`src/hdl/hgma_pkg.sv`:
```
// shared types, constants and helpers of the height grid min/max accumulator
// no dependencies
package hgma_pkg;

    localparam int GRID_ROWS_DEF = 512;
    localparam int GRID_COLS_DEF = 512;

    localparam logic [15:0] INV_RES_RESET = 16'd256;

    // coordinate sums are held in Q.16 with room for the largest grid
    localparam int FRAC_W = 16;
    localparam int SUM_W  = 42;

    localparam logic MODE_INSERT = 1'b0;
    localparam logic MODE_QUERY  = 1'b1;

    localparam logic [1:0] KIND_LOW  = 2'd0;
    localparam logic [1:0] KIND_BOTH = 2'd1;
    localparam logic [1:0] KIND_HIGH = 2'd2;

    typedef struct packed {
        logic signed [15:0] cell_x;
        logic signed [15:0] cell_y;
        logic [7:0]         height;
        logic               is_highest;
        logic               last;
    } result_t;

    typedef struct packed {
        logic mul_en;
        logic addr_en;
        logic idx_en;
    } map_ctrl_t;

    // integer part of a signed Q16.8 value, truncated toward zero
    function automatic logic signed [15:0] trunc_int(input logic signed [23:0] v);
        logic signed [15:0] f;
        f = v[23:8];
        if (v[23] && (v[7:0] != 8'd0))
        begin
            f = f + 16'sd1;
        end
        return f;
    endfunction

    // integer height limited to 1..255
    function automatic logic [7:0] clamp_height(input logic signed [23:0] v);
        logic [7:0] h;
        if (v[23])
        begin
            h = 8'd1;
        end
        else if (v[22:16] != 7'd0)
        begin
            h = 8'd255;
        end
        else if (v[15:8] == 8'd0)
        begin
            h = 8'd1;
        end
        else
        begin
            h = v[15:8];
        end
        return h;
    endfunction

endpackage

```
`src/hdl/hgma_out_queue.sv`:
```
// two-entry result queue between the update step and the output channel
// depends on hgma_pkg
module hgma_out_queue (
    input  logic              clk,
    input  logic              rst_n,
    input  logic              push,
    input  logic              push_two,
    input  hgma_pkg::result_t e0,
    input  hgma_pkg::result_t e1,
    output logic              empty,
    output logic              out_valid,
    input  logic              out_ready,
    output hgma_pkg::result_t head
);

    hgma_pkg::result_t slot0_reg, slot1_reg;
    logic [1:0]        count_reg, count_next;
    logic              pop;

    assign pop = out_valid && out_ready;

    // pushes only arrive while the queue is empty
    always_comb
    begin
        count_next = count_reg;
        if (push)
        begin
            count_next = push_two ? 2'd2 : 2'd1;
        end
        else if (pop)
        begin
            count_next = count_reg - 2'd1;
        end
    end

    always_ff @(posedge clk or negedge rst_n)
    begin
        if (!rst_n)
        begin
            count_reg <= 2'd0;
        end
        else
        begin
            count_reg <= count_next;
        end
    end

    always_ff @(posedge clk)
    begin
        if (push)
        begin
            slot0_reg <= e0;
            slot1_reg <= e1;
        end
        else if (pop)
        begin
            slot0_reg <= slot1_reg;
        end
    end

    assign empty     = (count_reg == 2'd0);
    assign out_valid = !empty;
    assign head      = slot0_reg;

endmodule

```
`config.mk`:
```
export PLATFORM = sky130hd
export DESIGN_NAME = hgma_out_queue
export DESIGN_NICKNAME = d
export VERILOG_FILES = /design/src/hdl/hgma_pkg.sv /design/src/hdl/hgma_out_queue.sv
export SDC_FILE = /design/constraint.sdc
export NUM_CORES = 1
export LEC_CHECK = 0
export ABC_AREA = 1
export BUFFER_PORTS_ARGS = -buffer_cell sky130_fd_sc_hd__buf_2
export CAP_MARGIN = 20
export CORE_ASPECT_RATIO = 0.5
export CORE_MARGIN = 4
export CORE_UTILIZATION = 32
export DETAILED_ROUTE_END_ITERATION = 10
export MAX_ROUTING_LAYER = met4
export PLACE_DENSITY = 0.69
export SETUP_SLACK_MARGIN = 0.02
export SYNTH_ARGS = -nofsm -noshare
export SYNTH_HDL_FRONTEND = slang
export SYNTH_SLANG_ARGS = --single-unit
export TNS_END_PERCENT = 20
```
`constraint.sdc`:
```
create_clock -name clk -period 1.9 [get_ports clk]
set_input_delay 0 -clock clk [delete_from_list [all_inputs] [get_ports clk]]
set_output_delay 0 -clock clk [all_outputs]
set_load 0.01 [all_outputs]
```
==> run_results.csv <==
group,metric,value,unit
floorplanning,dieArea,11800,um^2
logic_synthesis,synth_cell_types,10,
global_route,grt_pass1_vias,2668,
critical_path,critPathKind,"reg2reg",
critical_path,cp-end-kind,"register",
global_route,gr-total-overflow,0,
cells_and_area,regArea,2570,um^2
clock_tree,cts-buffers-inserted,9,
clock_tree,clock_latency,0.32,ns
clock_tree,clk_path_buf_depth,2,
drt,vias_per_cell,4.20,
clock_tree,ctsResizeCount,0,
critical_path,crit_path_max_incr_delay,0.35,ns
placement,io_buffers,132,
hold_path,hold_path_class,"in2async",
logic_synthesis,syn_inst,240,
clock_tree,cts.clk_slew.worst_paths,0.06,ns
power,leakage,2.32,nW
sta,setup_violations,0,
power,power_density,884,nW/um^2
cells_and_area,layout-drive-gt1-share,32.3,%
cells_and_area,area_growth,58.3,%
floorplanning,io_pins,133,
sta,rsz0062_at_grt,"false",
critical_path,cp.required,1.89,ns
sta,finalCritPeriodShare,78.1,%
placement,dp.cells,502,
floorplanning,coreArea,9630,um^2
global_route,grt_usage,14.3,%
placement,finalWeightedCongestion,0.779,
sta,slew_headroom,61.8,%
drt,drc,0,
clock_tree,numClockSinks,86,
placement,place_hpwl,5.05,mm
clock_tree,htree_num_levels,3,
sta,hold_viol,0,
clock_tree,cts_tree,"yes",
sta,maxSlewViolCount,0,
sta,skew,0.00362,ns
critical_path,startpoint_type,"register",
floorplanning,start_util,33.4,%
logic_synthesis,syn_area_per_cell,13.4,um^2
critical_path,cp_max_fo,25,
logic_synthesis,synth-seq-cells,86,
logic_synthesis,synth_area,3220,um^2
global_route,grt_max_degree,54,
critical_path,path_buf_inv,3,
critical_path,regToRegStartpoint,"count_reg[0]$_DFFE_PN0P_",
drt,vias,2530,
sta,worst_slew_pin_slew,0.574,ns
flow_run,max_cap_violations,0,
drt,routed_wl,8.15,mm
drt,ant_nets,0,
sta,setup_tns,0,ns
drt,drt_iter0_markers,118,
logic_synthesis,ys_warn_count,0,
floorplanning,num_rows,25,
drt,wl_per_cell,13.5,um
critical_path,timing.critical_path.mode_cell,"inv_1",
critical_path,slowest_stage,"dfrtp_1",
critical_path,critPathLaunch,"count_reg[0]$_DFFE_PN0P_",
cells_and_area,fillers,808,
run_status,outcome,"finished clean",
critical_path,crit_chain,"inv_1 > ha_1 > inv_1 > nand2_1 > nand2_2 > buf_4",
floorplanning,die_w,150,um
drt,firstDrtPassIters,6,
global_route,grt_pass1_wl,12.6,mm
cells_and_area,nets,553,
clock_tree,cts_root_buf,"clkbuf_16",
logic_synthesis,synth_nets,330,
sta,final.min_clock_period,1.48,ns
cells_and_area,multi_input_area,541,um^2
critical_path,cp_top_family,"buffers and inverters",
critical_path,worstPathArrival,1.47,ns
logic_synthesis,seq_area_frac_synth,79.9,%
power,irDropWorstVdd,0.557,mV
global_route,antenna_found_initial,0,
floorplanning,die_h,78.9,um
sta,max_freq,674,MHz
cells_and_area,post_layout_nonfiller_instances,602,
clock_tree,holdBufCountCts,85,
critical_path,rrSetupSlack,0.42,ns
clock_tree,post-cts-setup-buffers,0,
[final timing paths]
kind / cells after the start / to
setup / recovery: 6 / head[38]$_DFFE_PP_
hold / removal: 2 / count_reg[0]$_DFFE_PN0P_
setup reg to reg: 6 / head[38]$_DFFE_PP_
hold reg to reg: 2 / head[15]$_DFFE_PP_
max in group asynchronous: 2 / count_reg[1]$_DFFE_PN0P_
min in group clk: 4 / count_reg[1]$_DFFE_PN0P_
[synthesized netlist by cell type]
cell type | n | area [um^2]
inv_1 | 4 | 15.0
edfxtp_1 | 84 | 2520
buf_4 | 4 | 30.0
ha_1 | 1 | 12.5
buf_6 | 5 | 56.3
nand2_1 | 136 | 510
dfrtp_1 | 2 | 50.1
nand3_1 | 2 | 10.0
inv_6 | 1 | 8.76
o21ai_0 | 1 | 5.00
[metrics by stage]
stage / worst slack, ns / cell area, um^2 / power [mW] / hold WS, ns / utilization, %
global route: 0.304 / 5090 / 4.71 / 0.0190 / 52.9
finish: 0.417 / 5100 / 4.51 / 0.0154 / 52.9
global placement: 0.468 / 4000 / 2.94 / -0.212 / 41.5
CTS: 0.398 / 5090 / 4.55 / 0.00213 / 52.9
detailed placement: 0.427 / 4000 / 2.95 / -0.211 / 41.5
floorplan: 0.139 / 3220 / 2.67 / -0.296 / -
[layer usage]
metal / wire length, um / global-route usage [%]
met2: 4590 / 26.9
met5: 0 / -
met1: 2910 / 13.1
met3: 287 / 3.71
met4: 365 / 8.85
[where the power goes]
part	leakage (nW)	switching [mW]	internal, mW	total [mW]
combinational	1.33	0.343	0.321	0.664
clock	0.124	0.605	0.855	1.46
sequential	0.864	0.0515	2.33	2.38
[final cells by class]
| cell class | count | area share (%) |
|---|---|---|
| Antenna cell | 2 | 0.0982 |
| Clock buffer | 10 | 4.49 |
| Clock inverter | 3 | 0.294 |
| Inverter | 5 | 0.466 |
| Multi-Input combinational cell | 140 | 10.6 |
| Sequential cell | 86 | 50.5 |
| Tap cell | 135 | 3.31 |
| Timing Repair Buffer | 221 | 30.3 |
[cells by family (layout without fill, tap and decap cells)]
kind of cell,Yosys count,in the layout,synth area share [%]
and+or+nand+nor,138,138,16.2
DFF,86,86,79.9
buffers and inverters,14,239,3.42
adders and majority gates,1,1,0.388
AOI/OAI and AO/OA,1,1,0.155
other,0,2,0
[layout by cell type (no fill, tap or decap), drive strengths merged]
cell type / netlist / routed
buf: 9 / 136
clkbuf: 0 / 10
clkinv: 0 / 3
dfrtp: 2 / 2
diode: 0 / 2
dlygate4sd3: 0 / 85
edfxtp: 84 / 84
ha: 1 / 1
inv: 5 / 5
nand2: 136 / 136
nand3: 2 / 2
o21ai: 1 / 1
No activity file was read; power rests on OpenSTA's default activity.
