--- src/hdl/hgma_pkg.sv ---
// shared types, constants and helpers of the height grid min/max accumulator
// no dependencies
package hgma_pkg;

    localparam int GRID_ROWS_DEF = 512;
    localparam int GRID_COLS_DEF = 512;

    localparam logic [15:0] INV_RES_RESET = 16'd256;

    // coordinate sums are held in Q.16 with room for the largest grid
    localparam int FRAC_W = 16;
    localparam int SUM_W  = 42;

    localparam logic MODE_INSERT = 1'b0;
    localparam logic MODE_QUERY  = 1'b1;

    localparam logic [1:0] KIND_LOW  = 2'd0;
    localparam logic [1:0] KIND_BOTH = 2'd1;
    localparam logic [1:0] KIND_HIGH = 2'd2;

    typedef struct packed {
        logic signed [15:0] cell_x;
        logic signed [15:0] cell_y;
        logic [7:0]         height;
        logic               is_highest;
        logic               last;
    } result_t;

    typedef struct packed {
        logic mul_en;
        logic addr_en;
        logic idx_en;
    } map_ctrl_t;

    // integer part of a signed Q16.8 value, truncated toward zero
    function automatic logic signed [15:0] trunc_int(input logic signed [23:0] v);
        logic signed [15:0] f;
        f = v[23:8];
        if (v[23] && (v[7:0] != 8'd0))
        begin
            f = f + 16'sd1;
        end
        return f;
    endfunction

    // integer height limited to 1..255
    function automatic logic [7:0] clamp_height(input logic signed [23:0] v);
        logic [7:0] h;
        if (v[23])
        begin
            h = 8'd1;
        end
        else if (v[22:16] != 7'd0)
        begin
            h = 8'd255;
        end
        else if (v[15:8] == 8'd0)
        begin
            h = 8'd1;
        end
        else
        begin
            h = v[15:8];
        end
        return h;
    endfunction

endpackage

--- src/hdl/hgma_cell_map.sv ---
// maps a scaled coordinate pair to a cell index over three registered steps
// depends on hgma_pkg
module hgma_cell_map #(
    parameter int GRID_ROWS = hgma_pkg::GRID_ROWS_DEF,
    parameter int GRID_COLS = hgma_pkg::GRID_COLS_DEF,
    parameter int AW        = $clog2(GRID_ROWS * GRID_COLS)
) (
    input  logic                clk,
    input  hgma_pkg::map_ctrl_t ctrl,
    input  logic signed [23:0]  op_x,
    input  logic signed [23:0]  op_y,
    input  logic [15:0]         inv,
    output logic [AW-1:0]       idx,
    output logic                in_grid
);

    localparam int RW = $clog2(GRID_ROWS);
    localparam int CW = $clog2(GRID_COLS);
    localparam int SW = hgma_pkg::SUM_W;
    localparam int FW = hgma_pkg::FRAC_W;

    logic signed [40:0]  px_reg, py_reg;
    logic signed [SW-1:0] col_s, row_s;
    logic [RW-1:0]       row_reg;
    logic [CW-1:0]       col_reg;
    logic                in_grid_reg;
    logic [AW-1:0]       idx_reg;

    // inside test of one axis, truncation toward zero
    function automatic logic axis_ok(input logic signed [SW-1:0] s, input int dim);
        logic [SW-FW-1:0] hi;
        logic             ok;
        hi = s[SW-1:FW];
        if (s[SW-1])
        begin
            ok = (&hi) && (s[FW-1:0] != '0);
        end
        else
        begin
            ok = hi < (SW-FW)'(dim);
        end
        return ok;
    endfunction

    assign col_s = (SW'(GRID_COLS / 2) <<< FW) + SW'(px_reg);
    assign row_s = (SW'(GRID_ROWS / 2) <<< FW) - SW'(py_reg);

    always_ff @(posedge clk)
    begin
        if (ctrl.mul_en)
        begin
            px_reg <= op_x * $signed({1'b0, inv});
            py_reg <= op_y * $signed({1'b0, inv});
        end
        if (ctrl.addr_en)
        begin
            in_grid_reg <= axis_ok(col_s, GRID_COLS) && axis_ok(row_s, GRID_ROWS);
            col_reg     <= col_s[SW-1] ? '0 : col_s[FW +: CW];
            row_reg     <= row_s[SW-1] ? '0 : row_s[FW +: RW];
        end
        if (ctrl.idx_en)
        begin
            idx_reg <= AW'(row_reg) * AW'(GRID_COLS) + AW'(col_reg);
        end
    end

    assign idx     = idx_reg;
    assign in_grid = in_grid_reg;

endmodule

--- config.mk ---
export PLATFORM = sky130hd
export DESIGN_NAME = hgma_cell_map
export DESIGN_NICKNAME = d
export VERILOG_FILES = /design/src/hdl/hgma_pkg.sv /design/src/hdl/hgma_cell_map.sv
export SDC_FILE = /design/constraint.sdc
export NUM_CORES = 2
export LEC_CHECK = 0
export BUFFER_PORTS_ARGS = -buffer_cell sky130_fd_sc_hd__buf_2
export CORE_MARGIN = 3
export CORE_UTILIZATION = 65
export DETAILED_ROUTE_END_ITERATION = 16
export HOLD_SLACK_MARGIN = 0.03
export PLACE_DENSITY_LB_ADDON = 0.15
export SETUP_SLACK_MARGIN = 0.1
export SLEW_MARGIN = 20
export SYNTH_ARGS = -nofsm -noshare
export SYNTH_HDL_FRONTEND = slang
export SYNTH_SLANG_ARGS = --single-unit
--- constraint.sdc ---
create_clock -name clk -period 10.3 [get_ports clk]
set_input_delay 2.06 -clock clk [delete_from_list [all_inputs] [get_ports clk]]
set_output_delay 2.06 -clock clk [all_outputs]
set_load 0.02 [all_outputs]
==> results.sh <==
export IMPL_status="finished clean"
export IMPL_synth_async_reset_ratio_pct=0
export IMPL_whs_path_depth=0
export IMPL_port_buffers=86
export IMPL_grt_pass1_wl_um=127300
export IMPL_crit_buf_inv=4
export IMPL_crit_fanout=35
export IMPL_globalRoute_totalOverflow=0
export IMPL_hold_buffers=0
export IMPL_synthCells=3459
export IMPL_cp_required_ps=10470
export IMPL_max_cap_viol_count=0
export IMPL_cts_buffers=17
export IMPL_cts_sinks=119
export IMPL_initial_core_util_pct=66.06
export IMPL_met1_usage_pct=40.63
export IMPL_htreeDepth=4
export IMPL_drt_total_wl_um=74320
export IMPL_ioPinCount=87
export IMPL_clk_latency_ps=440
export IMPL_startpoint_type="input pin"
export IMPL_critPathArrivalTime_ps=8780
export IMPL_r2r_start="px_reg[25]$_DFFE_PP_"
export IMPL_path_clk_slew_ps=60
export IMPL_syn_area_um2=32410
export IMPL_die_h_um=229.3
export IMPL_top_usage_layer="met2"
export IMPL_reg2reg_slack_ps=7200
export IMPL_period_share_pct=83.52
export IMPL_drive_gt1_share_pct=4.116
export IMPL_cp_slowest_cell="fa_1"
export IMPL_wl_per_cell_um=18.05
export IMPL_min_path_type="register to register"
export IMPL_final_setup_viol_count=0
export IMPL_rsz0062_at_grt="false"
export IMPL_routabilityCongestion=0.9110
export IMPL_instances_no_fill=4118
export IMPL_antenna_found_initial=7
export IMPL_critPathKind="input pin to register"
export IMPL_post_synth_cell_area_avg_um2=9.369
export IMPL_dr_first_iter_drc_count=1603
export IMPL_syn_nets=4485
export IMPL_synth_edf_count=119
export IMPL_track_usage_pct=30.38
export IMPL_synthDistinctLibCells=69
export IMPL_vias=22740
export IMPL_crit_chain="buf_2 -> nand2_1 -> fa_1 -> inv_1 -> fa_1 -> fa_1 -> fa_1 -> fa_1 -> inv_1 -> fa_1 -> inv_1 -> ha_1 -> nand2_1 -> nor3_1 -> and2_1 -> a22o_1 -> a31oi_1 -> a211oi_1 -> o21ai_0 -> or4b_1 -> o311ai_0"
export IMPL_die_area_um2=52570
export IMPL_skew_ps=10.27
export IMPL_core_um2=49050
export IMPL_synth_seq_cells=119
export IMPL_slew_violations=0
export IMPL_path_delay_family="adder cells"
export IMPL_min_from="row_reg[8]$_SDFFCE_PN0P_"
export IMPL_hold_end="idx[17]$_DFFE_PP_"
export IMPL_dp_cells=4082
export IMPL_cts_path_max_buffers=2
export IMPL_area_growth_pct=4.664
export IMPL_seq_area_frac_synth_pct=11.03
export IMPL_final_hold_violation_count=0
export IMPL_end_kind="register"
export IMPL_antenna_left=0
export IMPL_drc=0
export IMPL_die_w_um=229.3
export IMPL_first_pass_iters=5
export IMPL_synth_ff_type="edfxtp_1"
export IMPL_tns_ps=0
export IMPL_dp_hpwl_um=59500
export IMPL_period_minus_slack_ps=8603
export IMPL_cts_setup_buffers=0
export IMPL_core_rowCount=81
export IMPL_worstMarginPinSlew_ps=1111
export IMPL_slowest_delay_ps=770
export IMPL_reg2reg_depth=9
export IMPL_ys_warn_count=0
export IMPL_clockRootBuffer="clkbuf_16"
export IMPL_cts_tree="yes"
export IMPL_r2r_end="in_grid$_DFFE_PP_"
export IMPL_max_slew_margin_pct=25.91
export IMPL_vias_per_cell=5.522
export IMPL_use_met2_pct=50.47
export IMPL_cts_resized=0
export IMPL_crit_path_frequent_cell="fa_1"
export IMPL_max_freq_mhz=116.2
export IMPL_first_global_vias=25460
export IMPL_use_met3_pct=7.114
export IMPL_layout_nets=4463
export IMPL_grt_max_degree=83
==> cell families (layout without fill, tap and decap cells) <==
logic type | Yosys count | count (layout) | synth area share, %
buffers and inverters | 1057 | 1048 | 12.25
and+or+nand+nor | 1006 | 1006 | 15.07
adders and majority gates | 958 | 958 | 54.46
AOI/OAI and AO/OA | 231 | 231 | 4.803
DFF | 119 | 119 | 11.03
xor gates and xnor gates | 84 | 84 | 2.270
muxes | 4 | 4 | 0.1313
other | 0 | 4 | 0
==> layout make-up <==
class / count / area (um2)
clock inverter: 14 / 252.7
antenna: 4 / 10.01
fill: 3820 / 15130
clock buffer: 18 / 429.2
sequential: 119 / 3573
multi-input combinational: 2283 / 24860
inverter: 922 / 3461
tap: 664 / 830.8
timing repair buffer: 94 / 496.7
==> through the flow <==
stage / worst slack, ps / instance area (um2) / hold slack, ps / utilization [%]
CTS: 1738 / 33900 / 416.0 / 69.12
global placement: 1347 / 33220 / 401.2 / 67.73
global route: 1310 / 33910 / 427.7 / 69.13
floorplan: 2274 / 32410 / 400.3 / -
finish: 1697 / 33920 / 412.7 / 69.15
detailed placement: 1266 / 33220 / 404.5 / 67.73
==> cell usage after synthesis, drive strengths merged, types with 21 or more instances <==
cell type  count  share of area (%)
nor2          56               0.65
nand2        499                5.8
a21oi         69                1.1
fa           754                 47
o21ai         41               0.63
xor2          21               0.57
a21o          27               0.63
edfxtp       119                 11
and2         319                6.2
ha           204                7.9
inv          922                 11
nor3          25               0.39
clkbuf       133                1.5
xnor2         63                1.7
==> placed cells by master (no fill, tap or decap), types with 19 or more instances in the layout <==
master | netlist | layout
ha_1 | 204 | 204
and2_1 | 319 | 319
nand2_1 | 499 | 499
xor2_1 | 21 | 21
buf_2 | 1 | 85
a21oi_1 | 67 | 67
inv_1 | 922 | 922
fa_1 | 754 | 754
xnor2_1 | 63 | 63
edfxtp_1 | 119 | 119
nand3_1 | 19 | 19
nand4_1 | 19 | 19
o21ai_0 | 40 | 40
a21o_1 | 27 | 27
nor2_1 | 56 | 56
nor3_1 | 25 | 25
==> worst reg2reg max path, cell delays in order (launching register included) <==
cell      delay, ps
edfxtp_1        390
ha_1            250
and2_1          180
nand4_1         250
nor2_1          450
o21ai_0         160
a32oi_1         230
nor3_1           90
a41oi_1         700
a21oi_1         100
==> per-layer routing <==
layer / wire [um] / vias up
met5: 14 / -
met4: 1821 / 4
met3: 6714 / 165
met2: 35880 / 965
met1: 29890 / 11470
li1: - / 10140
==> how the worst max path moves through the flow <==
stage | from | endpoint | slack [ps] | cells past startpoint
6_report | inv[2] | py_reg[36]$_DFFE_PP_ | 1700 | 21
4_1_cts | inv[2] | py_reg[36]$_DFFE_PP_ | 1740 | 21
3_3_place_gp | inv[2] | py_reg[36]$_DFFE_PP_ | 1350 | 21
3_5_place_dp | inv[2] | py_reg[36]$_DFFE_PP_ | 1270 | 21
5_1_grt | inv[2] | py_reg[36]$_DFFE_PP_ | 1310 | 20
2_1_floorplan | inv[2] | py_reg[35]$_DFFE_PP_ | 2270 | 21
Power is not shown: default switching activity piles up to over one toggle a cycle in this logic, so the estimate is an artifact.
